File: src/rtl/epsc_pkg.sv
// ----------------------------------------------------------------------------
// epsc_pkg
// Shared types, constants and the period table for the encoder PWM controller.
// ----------------------------------------------------------------------------
`default_nettype none

package epsc_pkg;

    // Default of the period table depth
    localparam int TABLE_DEPTH_DEF = 14;

    // Field widths
    localparam int IN_DATA_W  = 16;  // 11 payload bits padded to bytes
    localparam int OUT_DATA_W = 48;  // 47 payload bits padded to bytes
    localparam int COUNT_W    = 16;
    localparam int CLKSEL_W   = 3;
    localparam int INDEX_W    = 4;
    localparam int LEVEL_W    = 7;
    localparam int POT_W      = 8;

    // Quadrature transition codes: {previous pair, new pair}
    localparam logic [3:0] ENC_UP_RISE   = 4'b0001;
    localparam logic [3:0] ENC_UP_FALL   = 4'b1110;
    localparam logic [3:0] ENC_DOWN_RISE = 4'b0010;
    localparam logic [3:0] ENC_DOWN_FALL = 4'b1101;

    // Clock select codes
    localparam logic [CLKSEL_W-1:0] CLKSEL_DIV1    = 3'd1;
    localparam logic [CLKSEL_W-1:0] CLKSEL_DIV8    = 3'd2;
    localparam logic [CLKSEL_W-1:0] CLKSEL_DIV1024 = 3'd5;

    // Adjust modes
    typedef enum logic {
        MODE_WAVE      = 1'b0,
        MODE_PRESCALER = 1'b1
    } mode_t;

    typedef enum logic [1:0] {
        STEP_NONE,
        STEP_UP,
        STEP_DOWN
    } step_t;

    // Reset values
    localparam logic [INDEX_W-1:0] INDEX_RST  = 4'd5;
    localparam logic [LEVEL_W-1:0] LEVEL_RST  = 7'd64;
    localparam logic [COUNT_W-1:0] PERIOD_RST = 16'd1000;
    localparam logic [COUNT_W-1:0] DUTY_RST   = 16'd500;

    function automatic step_t decode_step(input logic [1:0] prev_pair,
                                          input logic [1:0] new_pair);
        logic [3:0] code;
        step_t      step;
        code = {prev_pair, new_pair};
        step = STEP_NONE;
        if (code == ENC_UP_RISE || code == ENC_UP_FALL) begin
            step = STEP_UP;
        end else if (code == ENC_DOWN_RISE || code == ENC_DOWN_FALL) begin
            step = STEP_DOWN;
        end
        return step;
    endfunction

    // Timer top value per period index; entries past the thirteenth read as 2
    function automatic logic [COUNT_W-1:0] period_lookup(input logic [INDEX_W-1:0] idx);
        logic [COUNT_W-1:0] val;
        unique case (idx)
            4'd0:    val = 16'd50000;
            4'd1:    val = 16'd20000;
            4'd2:    val = 16'd10000;
            4'd3:    val = 16'd5000;
            4'd4:    val = 16'd2000;
            4'd5:    val = 16'd1000;
            4'd6:    val = 16'd500;
            4'd7:    val = 16'd200;
            4'd8:    val = 16'd100;
            4'd9:    val = 16'd50;
            4'd10:   val = 16'd20;
            4'd11:   val = 16'd10;
            4'd12:   val = 16'd5;
            default: val = 16'd2;
        endcase
        return val;
    endfunction

endpackage

`default_nettype wire

File: src/rtl/encoder_pwm_setting_controller_top.sv
// ----------------------------------------------------------------------------
// encoder_pwm_setting_controller_top
// Quadrature encoder and pot driven PWM period / duty / prescaler settings.
// ----------------------------------------------------------------------------
// One input transfer per tick carries both encoder pins, a debounced switch
// press and a pot sample; one result transfer per input reports the settings
// after that tick. A press toggles between wave mode (encoder moves the period
// index, pot sets the duty) and prescaler mode (encoder moves the clock
// select, counts hold). Throughput is one transfer per clock while m_tready
// keeps up: an input register feeds combinational update logic (table
// lookup plus a 16x7 multiply) that writes the setting registers, and those
// registers are the result register, so m_tvalid rises once the input
// register's contents are applied, which waits while a result is held.
// While a result waits for m_tready, one more input is still taken into the
// input register.
// ----------------------------------------------------------------------------
`default_nettype none

module encoder_pwm_setting_controller_top
    import epsc_pkg::*;
#(
    parameter int TABLE_DEPTH = TABLE_DEPTH_DEF  // 2..16
) (
    input  wire                    aclk,
    input  wire                    aresetn,
    // Input stream
    input  wire                    s_tvalid,
    output logic                   s_tready,
    // [0] enc_a, [1] enc_b, [2] switch_press, [10:3] pot_sample
    input  wire  [IN_DATA_W-1:0]   s_tdata,
    // Result stream
    output logic                   m_tvalid,
    input  wire                    m_tready,
    // [15:0] period_count, [31:16] duty_count, [34:32] clock_select,
    // [35] mode_now, [39:36] period_index, [46:40] duty_level_out
    output logic [OUT_DATA_W-1:0]  m_tdata
);

    localparam logic [INDEX_W-1:0] INDEX_MAX = INDEX_W'(TABLE_DEPTH - 1);

    // Input register
    logic               in_valid_reg, in_valid_next;
    logic               enc_a_reg, enc_b_reg, press_reg;
    logic [POT_W-1:0]   pot_reg;

    // Setting registers, which double as the result register
    logic                  out_valid_reg, out_valid_next;
    mode_t                 mode_reg, mode_next;
    logic [1:0]            enc_prev_reg, enc_prev_next;
    logic [INDEX_W-1:0]    index_reg, index_next;
    logic [CLKSEL_W-1:0]   clksel_reg, clksel_next;
    logic [LEVEL_W-1:0]    level_reg, level_next;
    logic [COUNT_W-1:0]    period_reg, period_next;
    logic [COUNT_W-1:0]    duty_reg, duty_next;

    logic                  out_free;
    logic                  advance;
    logic                  in_fire;
    step_t                 step;
    logic [INDEX_W:0]      index_cand;
    logic [COUNT_W+LEVEL_W-1:0] duty_prod;
    logic [COUNT_W-1:0]    duty_scaled;

    assign out_free = !out_valid_reg || m_tready;
    assign advance  = in_valid_reg && out_free;
    assign s_tready = !in_valid_reg || out_free;
    assign in_fire  = s_tvalid && s_tready;

    always_comb begin
        in_valid_next = in_fire ? 1'b1 : (advance ? 1'b0 : in_valid_reg);
    end

    always_ff @(posedge aclk) begin
        if (!aresetn) begin
            in_valid_reg <= 1'b0;
        end else begin
            in_valid_reg <= in_valid_next;
        end
    end

    always_ff @(posedge aclk) begin
        if (in_fire) begin
            enc_a_reg <= s_tdata[0];
            enc_b_reg <= s_tdata[1];
            press_reg <= s_tdata[2];
            pot_reg   <= s_tdata[10:3];
        end
    end

    // Update logic: press applies first, then the encoder step
    always_comb begin
        mode_next     = mode_reg;
        enc_prev_next = enc_prev_reg;
        index_next    = index_reg;
        clksel_next   = clksel_reg;
        level_next    = level_reg;
        period_next   = period_reg;
        duty_next     = duty_reg;
        out_valid_next = out_valid_reg && !m_tready;
        index_cand    = {1'b0, index_reg};
        duty_prod     = '0;
        duty_scaled   = '0;
        step          = decode_step(enc_prev_reg, {enc_b_reg, enc_a_reg});

        if (advance) begin
            out_valid_next = 1'b1;
            mode_next      = press_reg ? mode_t'(~mode_reg) : mode_reg;
            enc_prev_next  = {enc_b_reg, enc_a_reg};

            if (mode_next == MODE_WAVE) begin
                unique case (step)
                    STEP_UP:   index_cand = {1'b0, index_reg} + 1'b1;
                    STEP_DOWN: index_cand = (index_reg == '0) ? '0
                                          : {1'b0, index_reg} - 1'b1;
                    default:   index_cand = {1'b0, index_reg};
                endcase
                // clamp on every wave-mode update: covers a reset index past a short table
                index_next  = (index_cand > {1'b0, INDEX_MAX}) ? INDEX_MAX
                            : index_cand[INDEX_W-1:0];
                level_next  = pot_reg[POT_W-1:1];
                period_next = period_lookup(index_next);
                duty_prod   = period_next * level_next;
                duty_scaled = duty_prod[COUNT_W+LEVEL_W-1:LEVEL_W];
                duty_next   = (duty_scaled == '0) ? COUNT_W'(1) : duty_scaled;
            end else begin
                unique case (step)
                    STEP_UP:   clksel_next = (clksel_reg >= CLKSEL_DIV1024)
                                           ? CLKSEL_DIV1024 : clksel_reg + 1'b1;
                    STEP_DOWN: clksel_next = (clksel_reg <= CLKSEL_DIV1)
                                           ? CLKSEL_DIV1 : clksel_reg - 1'b1;
                    default:   clksel_next = clksel_reg;
                endcase
            end
        end
    end

    always_ff @(posedge aclk) begin
        if (!aresetn) begin
            out_valid_reg <= 1'b0;
            mode_reg      <= MODE_WAVE;
            enc_prev_reg  <= 2'b00;
            index_reg     <= INDEX_RST;
            clksel_reg    <= CLKSEL_DIV8;
            level_reg     <= LEVEL_RST;
            period_reg    <= PERIOD_RST;
            duty_reg      <= DUTY_RST;
        end else begin
            out_valid_reg <= out_valid_next;
            mode_reg      <= mode_next;
            enc_prev_reg  <= enc_prev_next;
            index_reg     <= index_next;
            clksel_reg    <= clksel_next;
            level_reg     <= level_next;
            period_reg    <= period_next;
            duty_reg      <= duty_next;
        end
    end

    assign m_tvalid = out_valid_reg;
    assign m_tdata  = {1'b0, level_reg, index_reg, mode_reg, clksel_reg,
                       duty_reg, period_reg};

    // ------------------------------------------------------------------------
    // Assertions
    // ------------------------------------------------------------------------
    a_clksel_range: assert property (@(posedge aclk) disable iff (!aresetn)
        clksel_reg >= CLKSEL_DIV1 && clksel_reg <= CLKSEL_DIV1024)
        else $error("clock select out of range");

    a_duty_nonzero: assert property (@(posedge aclk) disable iff (!aresetn)
        duty_reg != '0)
        else $error("duty count is zero");

    a_index_clamped: assert property (@(posedge aclk) disable iff (!aresetn)
        out_valid_reg && mode_reg == MODE_WAVE |-> index_reg <= INDEX_MAX)
        else $error("period index beyond table");

    a_prescaler_holds: assert property (@(posedge aclk) disable iff (!aresetn)
        advance && mode_next == MODE_PRESCALER |=>
            $stable(period_reg) && $stable(duty_reg) && $stable(index_reg))
        else $error("counts changed in prescaler mode");

    a_advance_loads: assert property (@(posedge aclk) disable iff (!aresetn)
        advance |=> out_valid_reg)
        else $error("update did not produce a result");

endmodule

`default_nettype wire
File: config.mk
export PLATFORM = sky130hd
export DESIGN_NAME = encoder_pwm_setting_controller_top
export DESIGN_NICKNAME = d
export VERILOG_FILES = /design/src/rtl/epsc_pkg.sv /design/src/rtl/encoder_pwm_setting_controller_top.sv
export SDC_FILE = /design/constraint.sdc
export NUM_CORES = 1
export LEC_CHECK = 0
export ABC_AREA = 1
export BUFFER_PORTS_ARGS = -buffer_cell sky130_fd_sc_hd__buf_2
export CELL_PAD_IN_SITES_DETAIL_PLACEMENT = 1
export CELL_PAD_IN_SITES_GLOBAL_PLACEMENT = 1
export CORE_MARGIN = 3
export CORE_UTILIZATION = 46
export CTS_BUF_LIST = sky130_fd_sc_hd__clkbuf_8
export CTS_CLUSTER_SIZE = 25
export DETAILED_ROUTE_END_ITERATION = 6
export PLACE_DENSITY = 0.88
export SKIP_CTS_REPAIR_TIMING = 1
export SYNTH_ARGS = -nofsm -noshare
export SYNTH_HDL_FRONTEND = slang
export SYNTH_SLANG_ARGS = --single-unit
File: constraint.sdc
create_clock -name aclk -period 16.9 [get_ports aclk]
set_clock_uncertainty 0.2 [all_clocks]
set_input_delay 1.69 -clock aclk [delete_from_list [all_inputs] [get_ports aclk]]
set_output_delay 1.69 -clock aclk [all_outputs]
set_load 0.05 [all_outputs]
== Word level (Yosys, flattened, before mapping) ==
Memory sizes are Yosys's and may differ from the RTL's.
Cells that the tools add are included.
Word-level totals
  ROM bits: 256
  memories kept: 1
  register bits after elaboration: 62
  output and inout bits: 50
  bits of input ports: 20
  word-level logic and storage cells: 63
Cells by class
  eq/ne operators: 6
  magnitude comparators: 3
  reductions and logical operators: 16
  multipliers: 1
  add/subtract/negate cells: 4
  muxes and demuxes: 17
  bitwise logic cells: 2
Memory list
  (no name shown): words 16, bits a word 16, read ports 1, clocked after memory_dff 0, write ports 0, line epsc_pkg.sv:67  | unique case (idx)
Operators with widths (number)
  $mux W16: 3
  $mul A16 B7 Y23: 1
  $logic_not A16 Y1: 1
  $mux W5: 3
  $pmux W5 S2: 1
  $eq A4 B4 Y1 const B: 2
  $mux W3: 2
  $pmux W3 S2: 1
  $add A4 B1 Y5 const B: 1
  $gt A5 B4 Y1 const B: 1
  $sub A4 B1 Y5 const B: 1
  $eq A4 B1 Y1 const B: 1
  $eq A4 B2 Y1 const B: 1
  $logic_not A4 Y1: 1
  $logic_or A1 B1 Y1: 4
  $mux W1: 4
  $mux W2: 2
  $mux W4: 1
  $reduce_bool A2 Y1: 2
  $add A3 B1 Y3 const B: 1
  $ge A3 B3 Y1 const B: 1
  $le A3 B1 Y1 const B: 1
  $logic_and A1 B1 Y1: 3
  $logic_not A1 Y1: 3
  other kinds (6): 7

== Logic depth before layout (Yosys ltp) ==
Gate-level depths: netlist of the first run.
An unclocked memory read counts as a cell.
  depth in word-level cells: 16
  mapped depth: 41
  gate-level depth less buffers: 41

== Worst setup path after synthesis of the first run ==
No wires, ideal clock.
  path kind: register to register
  from: reg index_reg[0]
  to: reg duty_reg[0]
  arrival: 6486 ps
  clock period less this slack: 6753 ps
  path buffers: 0
  required time: 16633 ps
  setup time: 67 ps
  slack: 10147 ps
  cell stages (with the launch flop): 37
  cell sequence: dfxtp_1 -> inv_1 -> ha_1 -> nand3_1 -> nand3_1 -> nand2_2 -> nand3_4 -> nor2_4 -> nand2_4 -> nand3_1 -> inv_1 -> ha_1 -> or2_2 -> o21ai_0 -> nand2_1 -> nand2_1 -> nor2_1 -> fa_1 -> fa_1 -> fa_1 -> inv_1 -> fa_1 -> inv_1 -> ha_1 -> a21oi_1 -> o21ai_0 -> a21oi_1 -> nand2_1 -> inv_1 -> nor2_1 -> o21ai_0 -> nand2_1 -> nor2_1 -> nand2_2 -> nor2_2 -> nand3_2 -> a21oi_2
On the way
  cells in the longest elaborated chain, start to end: 13
  elaborated cells on any way between the ends: 15
  those cells by class: add/sub (2); mul (1); order compare (1); mux (8); reduce/logical (2); memory (1)
Ends and longest elaborated chain
  start, declared: line encoder_pwm_setting_controller_top.sv:50  | logic [INDEX_W-1:0] index_reg, index_next;
  start signal, assigned: line encoder_pwm_setting_controller_top.sv:151  | index_reg <= index_next;
  $sub A4 B1 Y5 or $logic_not A4 Y1 (tied branches): line encoder_pwm_setting_controller_top.sv:114, encoder_pwm_setting_controller_top.sv:113
  $mux W5: line encoder_pwm_setting_controller_top.sv:113  | STEP_DOWN: index_cand = (index_reg == '0) ? '0
  $pmux W5 S2 *: line encoder_pwm_setting_controller_top.sv:111  | unique case (step)
  $mux W5 *: line encoder_pwm_setting_controller_top.sv:110  | if (mode_next == MODE_WAVE) begin
  $mux W5 *: line encoder_pwm_setting_controller_top.sv:105  | if (advance) begin
  $gt A5 B4 Y1: line encoder_pwm_setting_controller_top.sv:118  | index_next = (index_cand > {1'b0, INDEX_MAX}) ? INDEX_MAX
  $mux W4 *: line encoder_pwm_setting_controller_top.sv:118
  $mem_v2 Z16 W16 *
  $mux W16 *: line encoder_pwm_setting_controller_top.sv:110
  $mux W16 *: line encoder_pwm_setting_controller_top.sv:105
  $mul A16 B7 Y23 *: line encoder_pwm_setting_controller_top.sv:122  | duty_prod = period_next * level_next;
  $logic_not A16 Y1: line encoder_pwm_setting_controller_top.sv:124  | duty_next = (duty_scaled == '0) ? COUNT_W'(1) : duty_scaled;
  $mux W16 *: line encoder_pwm_setting_controller_top.sv:124
  end signal, assigned: line encoder_pwm_setting_controller_top.sv:155  | duty_reg <= duty_next;
  end, declared: line encoder_pwm_setting_controller_top.sv:54  | logic [COUNT_W-1:0] duty_reg, duty_next;
Every way passes the cells marked *; elsewhere a longest branch is shown, timed or not. The select of a mux whose other input is x is not followed.
A chain may end at the register's enable or synchronous reset.

== Worst setup path after layout of the first run ==
Same ends and word-level chain as after synthesis.

==> results.py, run 1 <==
metrics = {
    "run_status": {
        "status": "complete, no violations",
    },
    "placed_design": {
        "dp_slack_ns": 9.46,
        "io_buffers": 62,
        "place_inst": 1031,
        "routabilityCongestion": 0.930,
        "dpl.hpwl_mm": 15.4,
    },
    "sta": {
        "period_needed_ns": 7.64,
        "worst_pin_slew_ns": 1.21,
        "finalSetupTns_ns": 0,
        "setup_viol": 0,
        "fmax_mhz": 131,
        "period_share_pct": 45.2,
        "hold_viol": 0,
        "slew_headroom_pct": 19.3,
        "maxSlewViolCount": 0,
        "rsz0062_at_grt": "no",
        "fin_ws_ns": 9.26,
    },
    "clock_network": {
        "clockBufferDepth": 2,
        "cts_tree": "built",
        "clock_sinks": 61,
        "clk_latency_ns": 0.38,
        "h-tree-depth": 3,
        "root_buffer": "clkbuf_8",
        "path_clk_slew_ns": 0.08,
        "cts_buffers": 9,
    },
    "setup_path": {
        "cp_slowest_cell": "o211ai_1",
        "path_class": "flip-flop to flip-flop",
        "worst_ep_required_time_ns": 17.00,
        "path_buf_inv": 4,
        "startpoint_type": "flip-flop",
        "path_delay_family": "adder cells",
        "cp_common_cell": "nand2_1",
        "slowest_delay_ns": 0.80,
        "endpoint_kind": "flip-flop",
        "critPathMaxFanout": 8,
        "cp.arrival_ns": 7.74,
    },
    "detailed_routing": {
        "wirelength_mm": 19.4,
        "drtPass1Iterations": 4,
        "ant_nets": 0,
        "vias": 5671,
        "post_drt_wl_per_cell_um": 18.5,
        "drtIter0Drc": 246,
        "vias_per_cell": 5.42,
        "drc": 0,
    },
    "global_routing": {
        "grt_first_pass_wirelength_mm": 31.2,
        "grt_overflow": 0,
        "grt_pass1_vias": 6060,
        "grt_max_degree": 27,
        "grtUsageTotal_pct": 27.3,
        "antenna_found_initial": 0,
    },
    "power_and_ir_drop": {
        "combPwrFrac_pct": 73.2,
        "seqPwrFrac_pct": 13.9,
        "p_int_uw": 520,
        "leakagePower_uw": 0.00349,
        "switching_share_pct": 55.9,
        "pwr-share-clk_pct": 12.9,
        "switchingPower_uw": 660,
        "pwr_density_cell_nw_per_um2": 169,
        "ir_drop_uv": 171,
    },
    "synth": {
        "async_flop_share_pct": 0,
        "seq_area_frac_synth_pct": 21.1,
        "ys_ff_latch": 61,
        "yosys_warnings": 0,
        "synth_area_um2": 6270,
        "syn_nets": 945,
        "synth_edf_count": 10,
        "syn_area_per_cell_um2": 7.77,
        "syn_inst": 807,
        "synthFlopType": "dfxtp_1",
        "synthDistinctLibCells": 46,
    },
    "floorplan": {
        "core_um2": 13300,
        "num_io_pins": 70,
        "rows": 42,
        "die_w_um": 123,
        "die-area_um2": 15100,
        "initial_core_util_pct": 47.1,
        "dieHeight_um": 123,
    },
    "final_layout": {
        "fin_cells": 1047,
        "drive_gt1_share_pct": 15.3,
        "diodes": 0,
        "multi_input_area_um2": 4370,
        "regArea_um2": 1320,
        "fin_nets": 1004,
        "area_growth_pct": 11.1,
        "fill_cells": 1697,
    },
    "job": {
        "max_cap_viol_count": 0,
    },
    "worst_hold_path": {
        "min_path_type": "flip-flop to flip-flop",
    },
}
## worst paths after layout
kind / start / endpoint / slack [ns] / cells past startpoint
max: index_reg[0] / duty_reg[0] / 9.26 / 31
min: duty_reg[1] / duty_reg[1] / 0.25 / 1
max reg2reg: index_reg[0] / duty_reg[0] / 9.26 / 31
min reg2reg: duty_reg[1] / duty_reg[1] / 0.25 / 1
## cell usage in the layout (no fill, tap or decap), types with 3 or more instances in the layout
cell type  Yosys  routed
nand2_1      154     154
inv_1        125     125
nor2_1       110     109
fa_1          68      68
buf_2          1      62
o21ai_0       52      52
dfxtp_1       51      51
ha_1          50      50
a21oi_1       41      41
nand3_1       21      21
nand2_2       18      18
clkbuf_8       0      10
edfxtp_1      10      10
nand3_2        7       7
nor3_1         7       7
clkinv_1       5       5
o22ai_1        5       5
nand3b_1       5       5
nor2_2         3       4
nand3_4        4       4
nor2_4         4       4
or2_2          4       4
nor4_1         4       4
a22o_1         4       4
xnor2_1        4       4
inv_2          3       3
o21ai_1        3       3
o211ai_1       3       3
a31oi_1        3       3
## area by class of cell
cell class	count	area share, %
Multi-Input combinational cell	597	62.8
Sequential cell	61	19.0
Inverter	133	7.17
Timing Repair Buffer	64	4.67
Tap cell	176	3.16
Clock buffer	10	1.98
Clock inverter	6	1.24
## power groups by stage
| stage | Sequential, uW | Clock (uW) | Combinational [uW] |
|---|---|---|---|
| 2_1_floorplan | 191 | 0 | 590 |
| 3_3_place_gp | 167 | 0 | 811 |
| 3_5_place_dp | 168 | 0 | 845 |
| 4_1_cts | 164 | 156 | 860 |
| 5_1_grt | 166 | 162 | 978 |
| 6_report | 165 | 152 | 864 |
## cells by family after synthesis
logic type,after synthesis,synth area share [%]
AO/OA/AOI/OAI,124,11.5
XOR/XNOR,6,0.838
adder cells (fa/ha/maj),118,31.7
buffers and inverters,149,9.18
flip-flops,61,21.1
other,1,0.0598
AND/OR/NAND/NOR,348,25.7
## cells in the mapped netlist (2+ instances only)
cell type	count	area share, %
edfxtp_1	10	4.8
nor3_1	7	0.56
xor2_1	2	0.28
nand3_1	21	1.7
a221oi_1	2	0.28
nand3_2	7	1.1
a21oi_2	2	0.28
o22ai_1	5	0.50
nand2_4	2	0.36
nand3_4	4	1.1
clkinv_1	5	0.30
xnor2_1	4	0.56
o21ai_4	2	0.52
a21oi_1	41	3.3
o21bai_1	2	0.24
fa_1	68	22
a21o_1	2	0.24
ha_1	50	10
a22o_1	4	0.56
a31oi_1	3	0.30
nand2_1	154	9.2
nor2_2	3	0.30
nor2_4	4	0.72
or2_2	4	0.40
o21ai_0	52	4.2
nand2_2	18	1.8
nand3b_1	5	0.60
inv_1	125	7.5
nand4_1	2	0.20
inv_2	3	0.18
o21ai_1	3	0.24
dfxtp_1	51	16
buf_4	2	0.24
nor2_1	110	6.6
clkbuf_1	12	0.72
o211ai_1	3	0.36
nor4_1	4	0.40
## routing by layer
| layer | GRT usage, % | share of wire [%] | vias up |
|---|---|---|---|
| li1 | - | - | 2676 |
| met1 | 32.5 | 40 | 2803 |
| met2 | 49.2 | 52 | 151 |
| met3 | 4.93 | 5.3 | 41 |
| met4 | 9.31 | 2.8 | 0 |
| met5 | 0 | 0 | - |
## metrics by stage
stage / area, um^2 / hold WS [ns] / total power, uW / util [%]
after detailed placement: 6740 / 0.239 / 1010 / 50.7
after CTS: 6960 / 0.254 / 1180 / 52.4
after floorplan: 6270 / 0.244 / 781 / -
final: 6960 / 0.251 / 1180 / 52.4
after global routing: 6960 / 0.271 / 1310 / 52.4
after global placement: 6740 / 0.235 / 979 / 50.7
(Power assumes the default switching activity.)
==> inputs of run 2 (changes only) <==
Settings changed: ABC_AREA 1 to 0, PLACE_DENSITY 0.88 to 0.86.
Clock period 16.9 ns to 7.3 ns, I/O delays scaled along.
==> run 2 against run 1 <==
Effect of this change:
- the run now ends with negative setup slack left
- via count rose by 20%
- count of clock-buffer cells in the layout up 2
- non-clock buffer count is 138 higher
- synthesized area up 2.4%
- largest cell class unchanged
==> results.py, run 2 <==
metrics = {
    "run_status": {
        "status": "finished with violations",
        "failed_checks": "negative setup slack",
    },
    "global_routing": {
        "use_met2_pct": 55.7,
        "grt_max_degree": 59,
        "grt_first_pass_wirelength_mm": 35.7,
        "met3_usage_pct": 4.77,
        "grt_pass1_vias": 6963,
        "grtUsageTotal_pct": 30.2,
        "antenna_found_initial": 0,
        "use_met1_pct": 34.1,
        "grt_overflow": 0,
        "grt.busiest_layer": "met2",
    },
    "floorplan": {
        "die-area_um2": 15400,
        "num_io_pins": 70,
        "rows": 42,
        "die_w_um": 124,
        "dieHeight_um": 124,
        "initial_core_util_pct": 47.7,
        "core_um2": 13500,
    },
    "sta": {
        "fin_ws_ns": -0.963,
        "period_share_pct": 113,
        "slew_headroom_pct": 39.3,
        "fmax_mhz": 121,
        "hold_viol": 0,
        "setup_viol": 16,
        "period_needed_ns": 8.26,
        "finalSetupTns_ns": -7.52,
        "worst_pin_slew_ns": 0.910,
        "maxSlewViolCount": 0,
        "rsz0062_at_grt": "yes",
    },
    "final_layout": {
        "layout_commonest_cell": "buf_4",
        "drive_gt1_share_pct": 35.4,
        "area_growth_pct": 36.4,
        "fin_cells": 1094,
        "layout_common_cells": "buf_4, nand2_1, and2_1, inv_1, fa_1",
        "fin_nets": 1051,
        "diodes": 0,
        "finish.utilization_pct": 65.1,
    },
    "synth": {
        "synth-compound-area-share_pct": 14.0,
        "synth_area_leaders": "fa_1, dfxtp_1, ha_1",
        "synth-simple-area-share_pct": 24.5,
        "synthDistinctLibCells": 66,
        "ys_ff_latch": 61,
        "synth_area_um2": 6420,
        "seq_area_frac_synth_pct": 20.6,
        "synth-xor-area-share_pct": 2.59,
        "yosys_warnings": 0,
        "muxShareOfSynthArea_pct": 0.624,
        "synth_fa_ha_area_share_pct": 30.9,
        "async_flop_share_pct": 0,
        "syn_inst": 736,
        "yosysMostFrequentCell": "nand2_1",
        "synth_edf_count": 10,
        "syn_area_per_cell_um2": 8.72,
        "syn_nets": 874,
        "synth_common_cells": "nand2_1, fa_1, and2_1, inv_1, dfxtp_1",
        "synthFlopType": "dfxtp_1",
        "synth_area_leader_cell": "fa_1",
        "synth_top_area_share_pct": 21.2,
        "synth_top_family_by_area": "adder cells",
    },
    "setup_path": {
        "endpoint_kind": "flip-flop",
        "startpoint_type": "flip-flop",
        "path_buf_inv": 7,
        "slowest_delay_ns": 0.57,
        "reg2reg_setup_slack_ns": -0.96,
        "critPathMaxFanout": 6,
        "path_class": "flip-flop to flip-flop",
        "cp_slowest_cell": "or4b_4",
        "path_delay_family": "adder cells",
        "cp.arrival_ns": 8.37,
        "worst_ep_required_time_ns": 7.40,
    },
    "placed_design": {
        "dpl.hpwl_mm": 17.4,
        "io_buffers": 62,
        "routabilityCongestion": 0.931,
        "place_inst": 1052,
    },
    "detailed_routing": {
        "wirelength_mm": 29.4,
        "drtPass1Iterations": 6,
        "vias_per_cell": 6.23,
        "post_drt_wl_per_cell_um": 26.9,
        "drtIter0Drc": 608,
        "drc": 0,
        "ant_nets": 0,
        "vias": 6816,
    },
    "job": {
        "max_cap_viol_count": 0,
    },
    "power_and_ir_drop": {
        "pwr_density_cell_nw_per_um2": 515,
        "leakagePower_uw": 0.00417,
        "ir_drop_uv": 375,
    },
    "clock_network": {
        "cts_tree": "built",
        "root_buffer": "clkbuf_8",
        "h-tree-depth": 3,
        "clockBufferDepth": 2,
        "clock_sinks": 61,
        "path_clk_slew_ns": 0.08,
        "clk_latency_ns": 0.38,
        "cts_buffers": 9,
    },
    "worst_hold_path": {
        "min_path_type": "flip-flop to flip-flop",
    },
}
## run 2: changes by cell type in the layout (fill, tap and decap cells not counted), sizes merged, moves of 28 or more
cell   change
o21ai     -28
nand2     -65
inv       -60
buf      +138
and2      +69
nor2      -88
## run 2: area by class of cell
class,count,area (um^2)
flip-flops and latches,61,1320
repair buffers,202,1410
clock inverters,4,93.8
inverters,67,251
multi-input cells,572,5290
well taps,176,220
fillers,1532,4700
clock buffers,12,165
## run 2: final timing paths
check,start,endpoint,depth (start not counted)
max reg2reg,enc_a_reg,duty_reg[0],32
min,level_reg[3],level_reg[3],2
min reg2reg,level_reg[3],level_reg[3],2
max,enc_a_reg,duty_reg[0],32
## run 2: logic make-up (layout without fill, tap and decap cells)
logic type	Yosys count	after routing
fa+ha+maj	118	118
simple gates	304	304
buf+inv	103	285
mux	4	4
flops	61	61
xor+xnor	19	19
other cells	1	1
compound gates	126	126
## run 2: worst min-delay path, cell delays in order, from the launching register on
cell and delay [ns]:
dfxtp_1 0.31, nand2_1 0.05, a21boi_0 0.06
## run 2: metal layers
layer / wire, um / vias to the layer above
li1: - / 2793
met1: 10000 / 3414
met2: 15400 / 412
met3: 1770 / 197
met4: 2260 / 0
met5: 0 / -
## run 2: stage by stage
step           setup slack, ns  cell area, um^2  power (uW)  hold slack (ns)
2_1_floorplan          -0.0970             6720        2060            0.277
3_3_place_gp            -0.214             7930        3220            0.248
3_5_place_dp            -0.631             7930        3360            0.261
4_1_cts                 -0.744             8190        3800            0.271
5_1_grt                  -1.16             8750        4710            0.296
6_report                -0.963             8750        4510            0.272
## run 2: where the power goes
group	internal, uW	switching [uW]	leakage [uW]	total [uW]
combinational	1780	1920	0.00353	3700
clock	254	155	0.000134	409
sequential	368	32.2	0.000513	400
total	2400	2100	0.00417	4510
==> inputs of run 3 (changes only) <==
Settings changed: CORE_ASPECT_RATIO set to 1.25.
==> run 3 against run 2 <==
Effect of this change:
- the run still ends with negative setup slack left
- critical path depth fell by 3
- clock power fell by 18%
- non-clock buffer count is 1 higher
- fmax increased by 2.2%
- combinational power grew 7.0%
- count of clock-buffer cells in the layout is 3 lower
- sequential cell count is the same
- power grew 4.2%
- core utilization is 0.45 points lower
- wire length shrank 1.3%
- first-iteration DRC count is 1.8% higher
- critical endpoint unchanged
- largest cell class unchanged
- highest routed layer unchanged
==> results.py, run 3 (synthesis gave the netlist of run 2 again) <==
metrics = {
    "clock_network": {
        "clockBufferDepth": 2,
        "clock_sinks": 61,
        "path_clk_slew_ns": 0.09,
        "cts_tree": "built",
        "clk_latency_ns": 0.38,
        "h-tree-depth": 3,
        "root_buffer": "clkbuf_8",
        "cts_buffers": 9,
    },
    "final_layout": {
        "fin_cells": 1090,
        "layout_common_cells": "buf_4, nand2_1, fa_1",
        "diodes": 0,
        "fill_cells": 1540,
        "drive_gt1_share_pct": 35.9,
        "finish.utilization_pct": 64.6,
        "area_growth_pct": 35.6,
        "fin_nets": 1052,
        "layout_commonest_cell": "buf_4",
    },
    "global_routing": {
        "grt_overflow": 0,
        "grt_first_pass_wirelength_mm": 36.7,
        "grt_pass1_vias": 6976,
        "grtUsageTotal_pct": 29.8,
        "antenna_found_initial": 0,
        "grt_max_degree": 59,
    },
    "worst_hold_path": {
        "min_path_type": "flip-flop to flip-flop",
        "min-delay-start": "level_reg[2]",
    },
    "sta": {
        "holdWs_ns": 0.273,
        "period_needed_ns": 8.09,
        "slew_headroom_pct": 22.3,
        "setup_viol": 16,
        "period_share_pct": 111,
        "rsz0062_at_grt": "yes",
        "worst_pin_slew_ns": 1.16,
        "fin_ws_ns": -0.787,
        "hold_viol": 0,
        "fmax_mhz": 124,
        "maxSlewViolCount": 0,
    },
    "detailed_routing": {
        "wirelength_mm": 29.0,
        "post_drt_wl_per_cell_um": 26.6,
        "drtPass1Iterations": 6,
        "drc": 0,
        "drtIter0Drc": 619,
        "vias": 6779,
        "vias_per_cell": 6.22,
        "ant_nets": 0,
    },
    "placed_design": {
        "io_buffers": 62,
        "routabilityCongestion": 0.897,
        "dp_slack_ns": -0.583,
        "dpl.hpwl_mm": 17.5,
        "place_inst": 1049,
    },
    "setup_path": {
        "reg2reg_depth": 29,
        "critPathMaxFanout": 7,
        "cp_common_cell": "fa_1",
        "endpoint_kind": "flip-flop",
        "cp_slowest_cell": "fa_1",
        "startpoint_type": "flip-flop",
        "worst_ep_required_time_ns": 7.40,
        "crit-reg2reg-launch": "enc_b_reg",
        "path_class": "flip-flop to flip-flop",
        "reg2reg_setup_slack_ns": -0.79,
        "r2r-end": "duty_reg[0]",
        "endpoint": "duty_reg[0]",
        "cp-startpoint": "enc_b_reg",
        "slowest_delay_ns": 0.70,
        "cp.arrival_ns": 8.19,
    },
    "job": {
        "max_cap_viol_count": 0,
    },
    "floorplan": {
        "core_um2": 13500,
        "die-area_um2": 15400,
        "initial_core_util_pct": 47.7,
        "rows": 47,
        "dieHeight_um": 138,
        "num_io_pins": 70,
        "die_w_um": 112,
    },
    "run_status": {
        "failed_checks": "negative setup slack",
        "status": "finished with violations",
    },
    "power_and_ir_drop": {
        "pwr_density_cell_nw_per_um2": 540,
        "leakagePower_uw": 0.00419,
        "ir_drop_uv": 334,
    },
}
-- run 3: area by class of cell --
| cell class | instances | area, um^2 | area share [%] |
|---|---|---|---|
| Multi-Input combinational cell | 572 | 5290 | 60.8 |
| Timing Repair Buffer | 203 | 1420 | 16.3 |
| Sequential cell | 61 | 1320 | 15.2 |
| Inverter | 67 | 256 | 2.95 |
| Tap cell | 171 | 214 | 2.46 |
| Clock buffer | 9 | 124 | 1.42 |
| Clock inverter | 7 | 72.6 | 0.834 |
-- run 3: metal layers --
metal / GRT usage [%] / routed length, um
met1: 32.0 / 9660
met2: 57.3 / 15100
met3: 3.80 / 1650
met4: 13.3 / 2620
met5: 0 / 0
-- run 3: worst max-delay path, delay by kind of cell (launching register included) --
family                   cells  cell delay (ns)
flip-flops                   1             0.42
AND/OR/NAND/NOR              7             1.94
adder cells (fa/ha/maj)      6             2.73
XOR/XNOR                     1             0.21
AO/OA/AOI/OAI                9             1.59
buffers and inverters        5             0.82
multiplexers                 1             0.06
-- run 3: worst min path at each step --
stage                     slack, ns            end  cells past startpoint
after global placement         0.25  period_reg[3]                      2
after detailed placement       0.25  period_reg[6]                      2
final                          0.27   level_reg[2]                      2
after floorplan                0.28       m_tvalid                      1
after CTS                      0.28   duty_reg[14]                      2
after global routing           0.29   duty_reg[14]                      2
-- run 3: where the power goes --
part           switching, uW  internal [uW]  leakage [uW]  total, uW
Sequential              29.7            368      0.000514        397
Combinational           2130           1830       0.00357       3960
Clock                    176            160      0.000104        336
Total                   2340           2360       0.00419       4700
-- run 3: metrics by stage --
step,area [um^2],power [uW],setup TNS [ns]
after CTS,8130,3660,-6.62
after global routing,8700,4860,-9.31
after global placement,7930,3120,-0.606
after floorplan,6720,2060,-0.0970
after detailed placement,7930,3280,-3.57
final,8700,4700,-6.23
